### config.mk
export PLATFORM = sky130hd
export DESIGN_NAME = murmur3_flow_hash
export DESIGN_NICKNAME = d
export VERILOG_FILES = /design/src/rtl/mfh_pkg.sv /design/src/rtl/mfh_front.sv /design/src/rtl/mfh_queue.sv /design/src/rtl/mfh_back.sv /design/src/rtl/murmur3_flow_hash.sv
export SDC_FILE = /design/constraint.sdc
export NUM_CORES = 2
export LEC_CHECK = 0
export ABC_AREA = 1
export BUFFER_PORTS_ARGS = -buffer_cell sky130_fd_sc_hd__buf_2
export CAP_MARGIN = 20
export CORE_AREA = 2 2 301 378
export CTS_CLUSTER_SIZE = 14
export DETAILED_ROUTE_END_ITERATION = 8
export DIE_AREA = 0 0 303 380
export PLACE_DENSITY = 0.67
export SLEW_MARGIN = 20
export SYNTH_ARGS = -nofsm -noshare
export SYNTH_HDL_FRONTEND = slang
export SYNTH_SLANG_ARGS = --single-unit
export TNS_END_PERCENT = 10
### constraint.sdc
create_clock -name clk_i -period 7 [get_ports clk_i]
set_input_delay 1.05 -clock clk_i [delete_from_list [all_inputs] [get_ports clk_i]]
set_output_delay 1.05 -clock clk_i [all_outputs]
set_load 0.01 [all_outputs]
### src/rtl/mfh_pkg.sv
// ----------------------------------------------------------------------------
// mfh_pkg
// shared constants, queue entry type and mixing helpers for the flow hash
// ----------------------------------------------------------------------------
package mfh_pkg;

  localparam int unsigned MaxKeyWords = 16;
  localparam int unsigned CntW        = 5;
  localparam int unsigned QueueDepth  = 4;
  localparam int unsigned QPtrW       = $clog2(QueueDepth);
  localparam int unsigned QCntW       = $clog2(QueueDepth + 1);

  localparam logic [CntW-1:0] MAX_WORDS = CntW'(MaxKeyWords);

  localparam logic [31:0] MIX_C1 = 32'hcc9e2d51;
  localparam logic [31:0] MIX_C2 = 32'h1b873593;
  localparam logic [31:0] MIX_N  = 32'he6546b64;
  localparam logic [31:0] FIN_C1 = 32'h85ebca6b;
  localparam logic [31:0] FIN_C2 = 32'hc2b2ae35;

  // register indexes on the config port
  localparam logic REG_SEED = 1'b0;

  // one classified, pre-mixed key word
  typedef struct packed {
    logic [31:0]     kmix;
    logic [31:0]     addr_mix;
    logic            first;
    logic            fin;
    logic [CntW-1:0] cnt;
  } mfh_entry_t;

  function automatic logic [31:0] rotl15(input logic [31:0] v);
    return {v[16:0], v[31:17]};
  endfunction

  function automatic logic [31:0] rotl13(input logic [31:0] v);
    return {v[18:0], v[31:19]};
  endfunction

endpackage

### src/rtl/mfh_front.sv
// ----------------------------------------------------------------------------
// mfh_front
// accepts key words, tracks key boundaries and runs the word premix
// ----------------------------------------------------------------------------
module mfh_front (
  input  logic                clk_i,
  input  logic                rst_ni,
  input  logic                in_valid_i,
  output logic                in_stall_o,
  input  logic [31:0]         key_word_i,
  input  logic [31:0]         address_mix_i,
  input  logic                last_word_i,
  output logic                push_o,
  output mfh_pkg::mfh_entry_t push_data_o,
  input  logic                full_i
);
  import mfh_pkg::*;

  logic            in_key_q, in_key_d;
  logic [CntW-1:0] cnt_q, cnt_d;

  logic            a_v_q, a_v_d;
  logic [31:0]     a_prod_q;
  logic [31:0]     a_mix_q;
  logic            a_first_q;
  logic            a_fin_q;
  logic [CntW-1:0] a_cnt_q;

  logic       b_v_q, b_v_d;
  mfh_entry_t b_entry_q;

  logic            a_ready, b_ready, in_acc, b_ld;
  logic            first;
  logic            fin;
  logic [CntW-1:0] cnt_next;

  assign b_ready    = !b_v_q || !full_i;
  assign a_ready    = !a_v_q || b_ready;
  assign in_stall_o = !a_ready;
  assign in_acc     = in_valid_i && a_ready;
  assign b_ld       = a_v_q && b_ready;
  assign push_o     = b_v_q && !full_i;
  assign push_data_o = b_entry_q;

  // key boundary tracking
  always_comb begin
    first    = !in_key_q;
    cnt_next = first ? CntW'(1) : cnt_q + CntW'(1);
    fin      = last_word_i || (cnt_next >= MAX_WORDS);
    in_key_d = in_key_q;
    cnt_d    = cnt_q;
    if (in_acc) begin
      in_key_d = !fin;
      cnt_d    = fin ? '0 : cnt_next;
    end
  end

  always_comb begin
    a_v_d = a_v_q;
    if (in_acc) begin
      a_v_d = 1'b1;
    end else if (b_ld) begin
      a_v_d = 1'b0;
    end
    b_v_d = b_v_q;
    if (b_ld) begin
      b_v_d = 1'b1;
    end else if (push_o) begin
      b_v_d = 1'b0;
    end
  end

  always_ff @(posedge clk_i or negedge rst_ni) begin
    if (!rst_ni) begin
      in_key_q <= 1'b0;
      cnt_q    <= '0;
      a_v_q    <= 1'b0;
      b_v_q    <= 1'b0;
    end else begin
      in_key_q <= in_key_d;
      cnt_q    <= cnt_d;
      a_v_q    <= a_v_d;
      b_v_q    <= b_v_d;
    end
  end

  // first multiply, then rotate and second multiply
  always_ff @(posedge clk_i) begin
    if (in_acc) begin
      a_prod_q  <= key_word_i * MIX_C1;
      a_mix_q   <= address_mix_i;
      a_first_q <= first;
      a_fin_q   <= fin;
      a_cnt_q   <= cnt_next;
    end
    if (b_ld) begin
      b_entry_q.kmix     <= rotl15(a_prod_q) * MIX_C2;
      b_entry_q.addr_mix <= a_mix_q;
      b_entry_q.first    <= a_first_q;
      b_entry_q.fin      <= a_fin_q;
      b_entry_q.cnt      <= a_cnt_q;
    end
  end

`ifndef ASSERT_OFF
  // a key never runs past its word limit
  a_cnt_limit: assert property (@(posedge clk_i) disable iff (!rst_ni)
    in_key_q |-> (cnt_q < MAX_WORDS))
    else $error("word count reached limit with key still open");
`endif

endmodule

### src/rtl/mfh_queue.sv
// ----------------------------------------------------------------------------
// mfh_queue
// short fifo between the premix front and the hash back end
// ----------------------------------------------------------------------------
module mfh_queue (
  input  logic                clk_i,
  input  logic                rst_ni,
  input  logic                push_i,
  input  mfh_pkg::mfh_entry_t push_data_i,
  output logic                full_o,
  input  logic                pop_i,
  output mfh_pkg::mfh_entry_t pop_data_o,
  output logic                empty_o
);
  import mfh_pkg::*;

  mfh_entry_t        entries_q [QueueDepth];
  logic [QPtrW-1:0]  wr_ptr_q, wr_ptr_d;
  logic [QPtrW-1:0]  rd_ptr_q, rd_ptr_d;
  logic [QCntW-1:0]  count_q, count_d;

  assign full_o     = (count_q == QCntW'(QueueDepth));
  assign empty_o    = (count_q == '0);
  assign pop_data_o = entries_q[rd_ptr_q];

  always_comb begin
    wr_ptr_d = push_i ? wr_ptr_q + QPtrW'(1) : wr_ptr_q;
    rd_ptr_d = pop_i  ? rd_ptr_q + QPtrW'(1) : rd_ptr_q;
    count_d  = count_q;
    if (push_i && !pop_i) begin
      count_d = count_q + QCntW'(1);
    end else if (pop_i && !push_i) begin
      count_d = count_q - QCntW'(1);
    end
  end

  always_ff @(posedge clk_i or negedge rst_ni) begin
    if (!rst_ni) begin
      wr_ptr_q <= '0;
      rd_ptr_q <= '0;
      count_q  <= '0;
    end else begin
      wr_ptr_q <= wr_ptr_d;
      rd_ptr_q <= rd_ptr_d;
      count_q  <= count_d;
    end
  end

  always_ff @(posedge clk_i) begin
    if (push_i) begin
      entries_q[wr_ptr_q] <= push_data_i;
    end
  end

`ifndef ASSERT_OFF
  a_no_overflow: assert property (@(posedge clk_i) disable iff (!rst_ni)
    push_i |-> (!full_o || pop_i))
    else $error("push into full queue");

  a_no_underflow: assert property (@(posedge clk_i) disable iff (!rst_ni)
    pop_i |-> !empty_o)
    else $error("pop from empty queue");

  a_count_tracks_ptrs: assert property (@(posedge clk_i) disable iff (!rst_ni)
    (count_q != QCntW'(QueueDepth)) |->
      (QPtrW'(wr_ptr_q - rd_ptr_q) == QPtrW'(count_q)))
    else $error("fill count out of step with pointers");
`endif

endmodule

### src/rtl/mfh_back.sv
// ----------------------------------------------------------------------------
// mfh_back
// folds premixed words into the running hash and runs the avalanche finish
// ----------------------------------------------------------------------------
module mfh_back (
  input  logic                clk_i,
  input  logic                rst_ni,
  input  logic [31:0]         seed_i,
  input  logic                empty_i,
  input  mfh_pkg::mfh_entry_t entry_i,
  output logic                pop_o,
  output logic                out_valid_o,
  input  logic                out_stall_i,
  output logic [31:0]         hash_value_o
);
  import mfh_pkg::*;

  logic [31:0] run_q, run_d;

  logic        v1_q, v1_d;
  logic        v2_q, v2_d;
  logic        v3_q, v3_d;
  logic        ov_q, ov_d;
  logic [31:0] s1_q, s2_q, s3_q, o_hash_q;

  logic        s1_ready, s2_ready, s3_ready, o_ready;
  logic        s1_ld, s2_ld, s3_ld, o_ld;
  logic [31:0] h_in, h_x, h_new, f0;

  assign o_ready  = !ov_q || !out_stall_i;
  assign s3_ready = !v3_q || o_ready;
  assign s2_ready = !v2_q || s3_ready;
  assign s1_ready = !v1_q || s2_ready;

  assign pop_o = !empty_i && s1_ready;
  assign s1_ld = pop_o && entry_i.fin;
  assign s2_ld = v1_q && s2_ready;
  assign s3_ld = v2_q && s3_ready;
  assign o_ld  = v3_q && o_ready;

  // per-word hash step, times five as shift and add
  always_comb begin
    h_in  = entry_i.first ? (entry_i.addr_mix ^ seed_i) : run_q;
    h_x   = rotl13(h_in ^ entry_i.kmix);
    h_new = h_x + {h_x[29:0], 2'b00} + MIX_N;
    f0    = h_new ^ {25'd0, entry_i.cnt, 2'b00};
    run_d = pop_o ? h_new : run_q;
  end

  always_comb begin
    v1_d = s1_ld ? 1'b1 : (s2_ld ? 1'b0 : v1_q);
    v2_d = s2_ld ? 1'b1 : (s3_ld ? 1'b0 : v2_q);
    v3_d = s3_ld ? 1'b1 : (o_ld  ? 1'b0 : v3_q);
    ov_d = o_ld  ? 1'b1 : ((ov_q && !out_stall_i) ? 1'b0 : ov_q);
  end

  always_ff @(posedge clk_i or negedge rst_ni) begin
    if (!rst_ni) begin
      run_q <= '0;
      v1_q  <= 1'b0;
      v2_q  <= 1'b0;
      v3_q  <= 1'b0;
      ov_q  <= 1'b0;
    end else begin
      run_q <= run_d;
      v1_q  <= v1_d;
      v2_q  <= v2_d;
      v3_q  <= v3_d;
      ov_q  <= ov_d;
    end
  end

  // avalanche: xorshift, multiply, xorshift, multiply, xorshift
  always_ff @(posedge clk_i) begin
    if (s1_ld) begin
      s1_q <= f0 ^ {16'd0, f0[31:16]};
    end
    if (s2_ld) begin
      s2_q <= s1_q * FIN_C1;
    end
    if (s3_ld) begin
      s3_q <= (s2_q ^ {13'd0, s2_q[31:13]}) * FIN_C2;
    end
    if (o_ld) begin
      o_hash_q <= s3_q ^ {16'd0, s3_q[31:16]};
    end
  end

  assign out_valid_o  = ov_q;
  assign hash_value_o = o_hash_q;

`ifndef ASSERT_OFF
  // a finished key always enters the finish pipe
  a_fin_enters: assert property (@(posedge clk_i) disable iff (!rst_ni)
    (pop_o && entry_i.fin) |=> v1_q)
    else $error("finished key lost before avalanche");
`endif

endmodule

### src/rtl/murmur3_flow_hash.sv
// ----------------------------------------------------------------------------
// murmur3_flow_hash
// murmur3 32-bit hash of a flow key, one 32-bit key word per item
// ----------------------------------------------------------------------------
//
//  channel   direction  handshake               payload
//  in        sink       in_valid_i/in_stall_o   key_word_i, address_mix_i, last_word_i
//  out       source     out_valid_o/out_stall_i hash_value_o
//  cfg       apb slave  psel/penable/pready     paddr, pwdata, prdata (seed_constant at 0)
//
//  one key word per cycle sustained while the output is not stalled; the per-word
//  hash update in the back end is the registered loop through the running hash
//  that sets this figure; from last word to hash the result passes 2 premix stages,
//  queue write, fold with first xorshift, 2 finish stages, out reg
//  reset clears key tracking, queue, pipeline valids and the seed register
//  front and back stall independently through the 4-entry queue; a stalled output
//  holds its hash, words keep draining into the back end until the finish stages
//  are full, then the queue and both premix stages fill before the input stalls
//
module murmur3_flow_hash (
  input  logic        clk_i,
  input  logic        rst_ni,
  // key words
  input  logic        in_valid_i,
  output logic        in_stall_o,
  input  logic [31:0] key_word_i,
  input  logic [31:0] address_mix_i,
  input  logic        last_word_i,
  // hash results
  output logic        out_valid_o,
  input  logic        out_stall_i,
  output logic [31:0] hash_value_o,
  // config port
  input  logic        psel,
  input  logic        penable,
  input  logic        pwrite,
  input  logic [2:0]  paddr,
  input  logic [31:0] pwdata,
  output logic [31:0] prdata,
  output logic        pready
);
  import mfh_pkg::*;

  // seed constant register
  logic [31:0] seed_q, seed_d;
  logic        reg_idx;
  logic        cfg_wr;

  // front to queue
  logic       push;
  mfh_entry_t push_data;
  logic       q_full;

  // queue to back
  logic       pop;
  mfh_entry_t pop_data;
  logic       q_empty;

  assign pready  = 1'b1;
  assign reg_idx = paddr[2];
  assign cfg_wr  = psel && penable && pwrite;

  // writes beyond the register list are dropped
  always_comb begin
    seed_d = seed_q;
    if (cfg_wr && (reg_idx == REG_SEED)) begin
      seed_d = pwdata;
    end
  end

  always_comb begin
    case (reg_idx)
      REG_SEED: prdata = seed_q;
      default:  prdata = '0;
    endcase
  end

  always_ff @(posedge clk_i or negedge rst_ni) begin
    if (!rst_ni) begin
      seed_q <= '0;
    end else begin
      seed_q <= seed_d;
    end
  end

  // front: key boundaries and the two-multiply word premix
  mfh_front u_front (
    .clk_i         (clk_i),
    .rst_ni        (rst_ni),
    .in_valid_i    (in_valid_i),
    .in_stall_o    (in_stall_o),
    .key_word_i    (key_word_i),
    .address_mix_i (address_mix_i),
    .last_word_i   (last_word_i),
    .push_o        (push),
    .push_data_o   (push_data),
    .full_i        (q_full)
  );

  // decoupling queue
  mfh_queue u_queue (
    .clk_i       (clk_i),
    .rst_ni      (rst_ni),
    .push_i      (push),
    .push_data_i (push_data),
    .full_o      (q_full),
    .pop_i       (pop),
    .pop_data_o  (pop_data),
    .empty_o     (q_empty)
  );

  // back: hash fold, length xor, avalanche, output register
  mfh_back u_back (
    .clk_i        (clk_i),
    .rst_ni       (rst_ni),
    .seed_i       (seed_q),
    .empty_i      (q_empty),
    .entry_i      (pop_data),
    .pop_o        (pop),
    .out_valid_o  (out_valid_o),
    .out_stall_i  (out_stall_i),
    .hash_value_o (hash_value_o)
  );

endmodule

==> results summary <==
In the final routed layout, each cell accounts on average for 20.5 µm. The setup path with the least slack is of type reg -> reg. The final setup violation count is 0. The proportion of synthesized flip-flops having asynchronous set or reset came out at 13.0%. The TritonCTS sink count came out at 637. Synthesis handed over a netlist of 5,894 instances. The min-delay analysis places its worst path in the category in -> async. The number of instances resized during post-cts repair came out at 0. Leaving out fill and tap cells, the most frequent cell in the layout is sky130_fd_sc_hd__inv_1. The total setup buffers inserted after CTS is 0.

The worst clock skew on the final layout is 0.0479 ns. The floorplan has 137 rows. The worst-margin pin slew is 1.09 ns. The floorplan step defined a die boundary enclosing 0.115 mm². The post-synthesis to final-layout area growth is 9.12%. The via count of the first global-routing pass is 42,900. Setup repair after global routing left no endpoint under its margin.

The floorplan step set the die height to 380 µm. The number of routed nets with antenna violations came out at 0. The max capacitance violation total came out at 0. In the post-route analysis, the smallest setup slack over all paths is 0.273 ns. The first global-routing pass estimated 243 mm of wire. The die outline width came out at 303 µm. The total of fill cells in the finished design came out at 9,384. Among cell families on the critical path, the largest total delay comes from adder cells. The number of ports placed on the die boundary came out at 174. In this run, synthesis produced a sequential element count of 637. The required time at the endpoint of the critical path is 7.39 ns. The total negative slack for setup checks came out at 0 ns. The congestion estimate from routability-driven global placement came to 0.995. The clock-pin slew on the worst setup and hold paths came out at 0.06 ns. The detailed-route via count came out at 40,100. The number of antenna violations at the first check in global routing is 5. The count of nets after finishing came out at 7,840. The number of distinct library cells after synthesis is 61. The number of flops mapped to enable cells by yosys came out at 554. The H-tree was split into 3 levels. The final count of hold timing violations came to 0. The area of the multi-input gates is 0.0358 mm². The delay of the slowest critical-path stage is 0.55 ns. The number of warnings issued by yosys is 0. The final cycle utilization of the critical path came out at 96.1%. The number of slew-limit violations in the final report is 0.

The worst setup path is launched from a flip-flop. The overall routing resource usage is 28.3%. TritonCTS built the clock tree. The final reports fail on DRC.

The kind of capture point of the worst setup path is a flip-flop. The detailed placer's ending HPWL came out at 133 mm. In this run the clock root is driven by a sky130_fd_sc_hd__clkbuf_16. During placement, the flow inserted port buffers numbering 170. The flow ran to the end, but the final reports show violations.

The final critical path time including I/O delays and setup came out at 6.73 ns. The most numerous cell type found on the critical path is sky130_fd_sc_hd__inv_1. The count of unresolved DRC violations after routing is 16.

In this run the worst path has a maximum fanout of 6. The slowest stage of the critical path belongs to the cell sky130_fd_sc_hd__fa_1. The library cells used most frequently in the layout, excluding fill and tap cells, are 1,594 x sky130_fd_sc_hd__inv_1, 811 x sky130_fd_sc_hd__ha_1, 733 x sky130_fd_sc_hd__fa_1.

Entering global routing, the biggest net connects 88 pins. The initial core utilization came out at 54.8%. The count of hold buffers inserted by post-cts repair came out at 0. Clock tree synthesis inserted a total of 69 buffers.

After floorplanning, the core was sized to cover 0.111 mm². The synthesized area came out at 0.0610 mm². At the later pin of the worst-skew pair, clock insertion delay measures 0.67 ns. For this run, the leading register cell type out of synthesis is sky130_fd_sc_hd__edfxtp_1. The number of nets in the synthesized netlist is 7,548. The final routed wirelength across all metal layers is 158 mm. The highest clock rate is 149 MHz. The mean number of vias per cell came out at 5.21. The count of routing violations after the opening detailed-route iteration came out at 2,169.

The leftover overflow at the end of global routing is 0. The number of search-and-repair iterations in the first detailed-routing pass came out at 9. Before CTS, the worst setup slack after placement is 0.121 ns. In this run the tightest slew margin relative to its limit is 27.4%. The sequential cell area fraction in the yosys report came out at 30.7%.

After synthesis, the mean cell area works out to 10.3 µm². The share of final-layout standard cells stronger than drive strength 1 came out at 7.80%. The number of buffers on the longest clock path is 3. The post-route worst hold slack came out at 0.310 ns. In the final layout, flip-flops and latches occupy 0.0187 mm². Data on the critical path arrives at its endpoint at 7.12 ns. The buffers plus inverters on the worst setup path came out at 10.
-- final timing paths --
check / from / endpoint / slack, ns / cells after the start
min reg2reg: u_front.a_cnt_q[4] / u_front.push_data_o[4] / 0.42 / 0
max: u_back.s2_q[19] / u_back.s3_q[30] / 0.27 / 28
max reg2reg: u_back.s2_q[19] / u_back.s3_q[30] / 0.27 / 28
min in group clk_i: u_front.a_cnt_q[4] / u_front.push_data_o[4] / 0.42 / 0
max in group asynchronous: rst_ni / u_queue.rd_ptr_q[0] / 5.38 / 2
min: rst_ni / seed_q[30] / 0.31 / 1
-- worst register-to-register path: cells and delay by family, from the launching register on --
| family | cells | cell delay (ns) |
|---|---|---|
| buffers and inverters | 10 | 0.72 |
| adders and majority gates | 8 | 3.85 |
| AOI/OAI and AO/OA | 2 | 0.40 |
| DFF | 1 | 0.43 |
| and+or+nand+nor | 6 | 0.72 |
| xor gates and xnor gates | 2 | 0.36 |
-- cell type report --
class | count | area share [%]
antenna | 4 | 0.0150
clock buffer | 86 | 2.74
clock inverter | 40 | 0.647
inverter | 1602 | 9.06
multi-input combinational | 3582 | 53.9
sequential | 637 | 28.1
tap | 1459 | 2.74
timing repair buffer | 294 | 2.77
-- metrics by stage --
stage	cells	area (µm²)	utilization [%]
2_1_floorplan	5894	61000	-
3_3_place_gp	7573	64200	57.7
3_5_place_dp	7573	64200	57.7
4_1_cts	7699	66400	59.7
5_1_grt	7701	66500	59.8
6_report	7704	66500	59.8
-- state kept, by name, indices dropped and copies added, names as in the netlist, 2 cells and up --
register / count
u_queue.rd_ptr_q: 2
u_queue.entries_q: 284
seed_q: 32
u_front.a_mix_q: 32
u_front.push_data_o: 71
u_back.hash_value_o: 32
u_queue.wr_ptr_q: 2
u_back.run_q: 32
u_front.a_prod_q: 32
u_back.s2_q: 32
u_front.cnt_q: 5
u_back.s3_q: 32
u_front.a_cnt_q: 5
u_back.s1_q: 32
u_queue.count_q: 3
-- cell usage after synthesis (13+ instances only) --
library cell               instances  share of area, %
sky130_fd_sc_hd__o21bai_1         15              0.18
sky130_fd_sc_hd__edfxtp_1        554                27
sky130_fd_sc_hd__dfrtp_1          83               3.4
sky130_fd_sc_hd__ha_1            814                17
sky130_fd_sc_hd__buf_6            14              0.26
sky130_fd_sc_hd__nor2_1          262               1.6
sky130_fd_sc_hd__clkbuf_1         19              0.12
sky130_fd_sc_hd__a32o_1           20              0.33
sky130_fd_sc_hd__fa_1            733                24
sky130_fd_sc_hd__inv_1          1596               9.8
sky130_fd_sc_hd__o22ai_1          29              0.30
sky130_fd_sc_hd__buf_4            13              0.16
sky130_fd_sc_hd__nand3_1         123               1.0
sky130_fd_sc_hd__a21oi_1         214               1.8
sky130_fd_sc_hd__nor3_1           23              0.19
sky130_fd_sc_hd__a21o_1           21              0.26
sky130_fd_sc_hd__nand2_1         684               4.2
sky130_fd_sc_hd__o21ai_1          26              0.21
sky130_fd_sc_hd__xor2_1          196               2.8
sky130_fd_sc_hd__nand4_1          26              0.27
sky130_fd_sc_hd__o21ai_0         154               1.3
sky130_fd_sc_hd__buf_2            25              0.21
sky130_fd_sc_hd__a31oi_1          18              0.18
sky130_fd_sc_hd__xnor2_1         105               1.5
-- cells by family (layout without fill, tap and decap cells) --
family	count (synthesis)	count (layout)	share of synthesized area (%)
flops	637	637	30.7
xor+xnor	312	312	4.63
fa+ha+maj	1547	1547	40.8
compound gates	553	553	5.33
other cells	1	5	0.00615
simple gates	1169	1169	7.89
buf+inv	1675	2022	10.7
-- routing by layer --
layer  track usage, %  up-vias  wire (µm)
li1                 -    19000          -
met5                0        -         11
met2             53.2      934      86300
met4             14.7        2       9370
met3             2.51      328       5220
met1             31.2    19800      57000
Power is left out: the tool's default activity adds up to more than one toggle a clock period on the data nets, which glitch-free logic cannot reach.
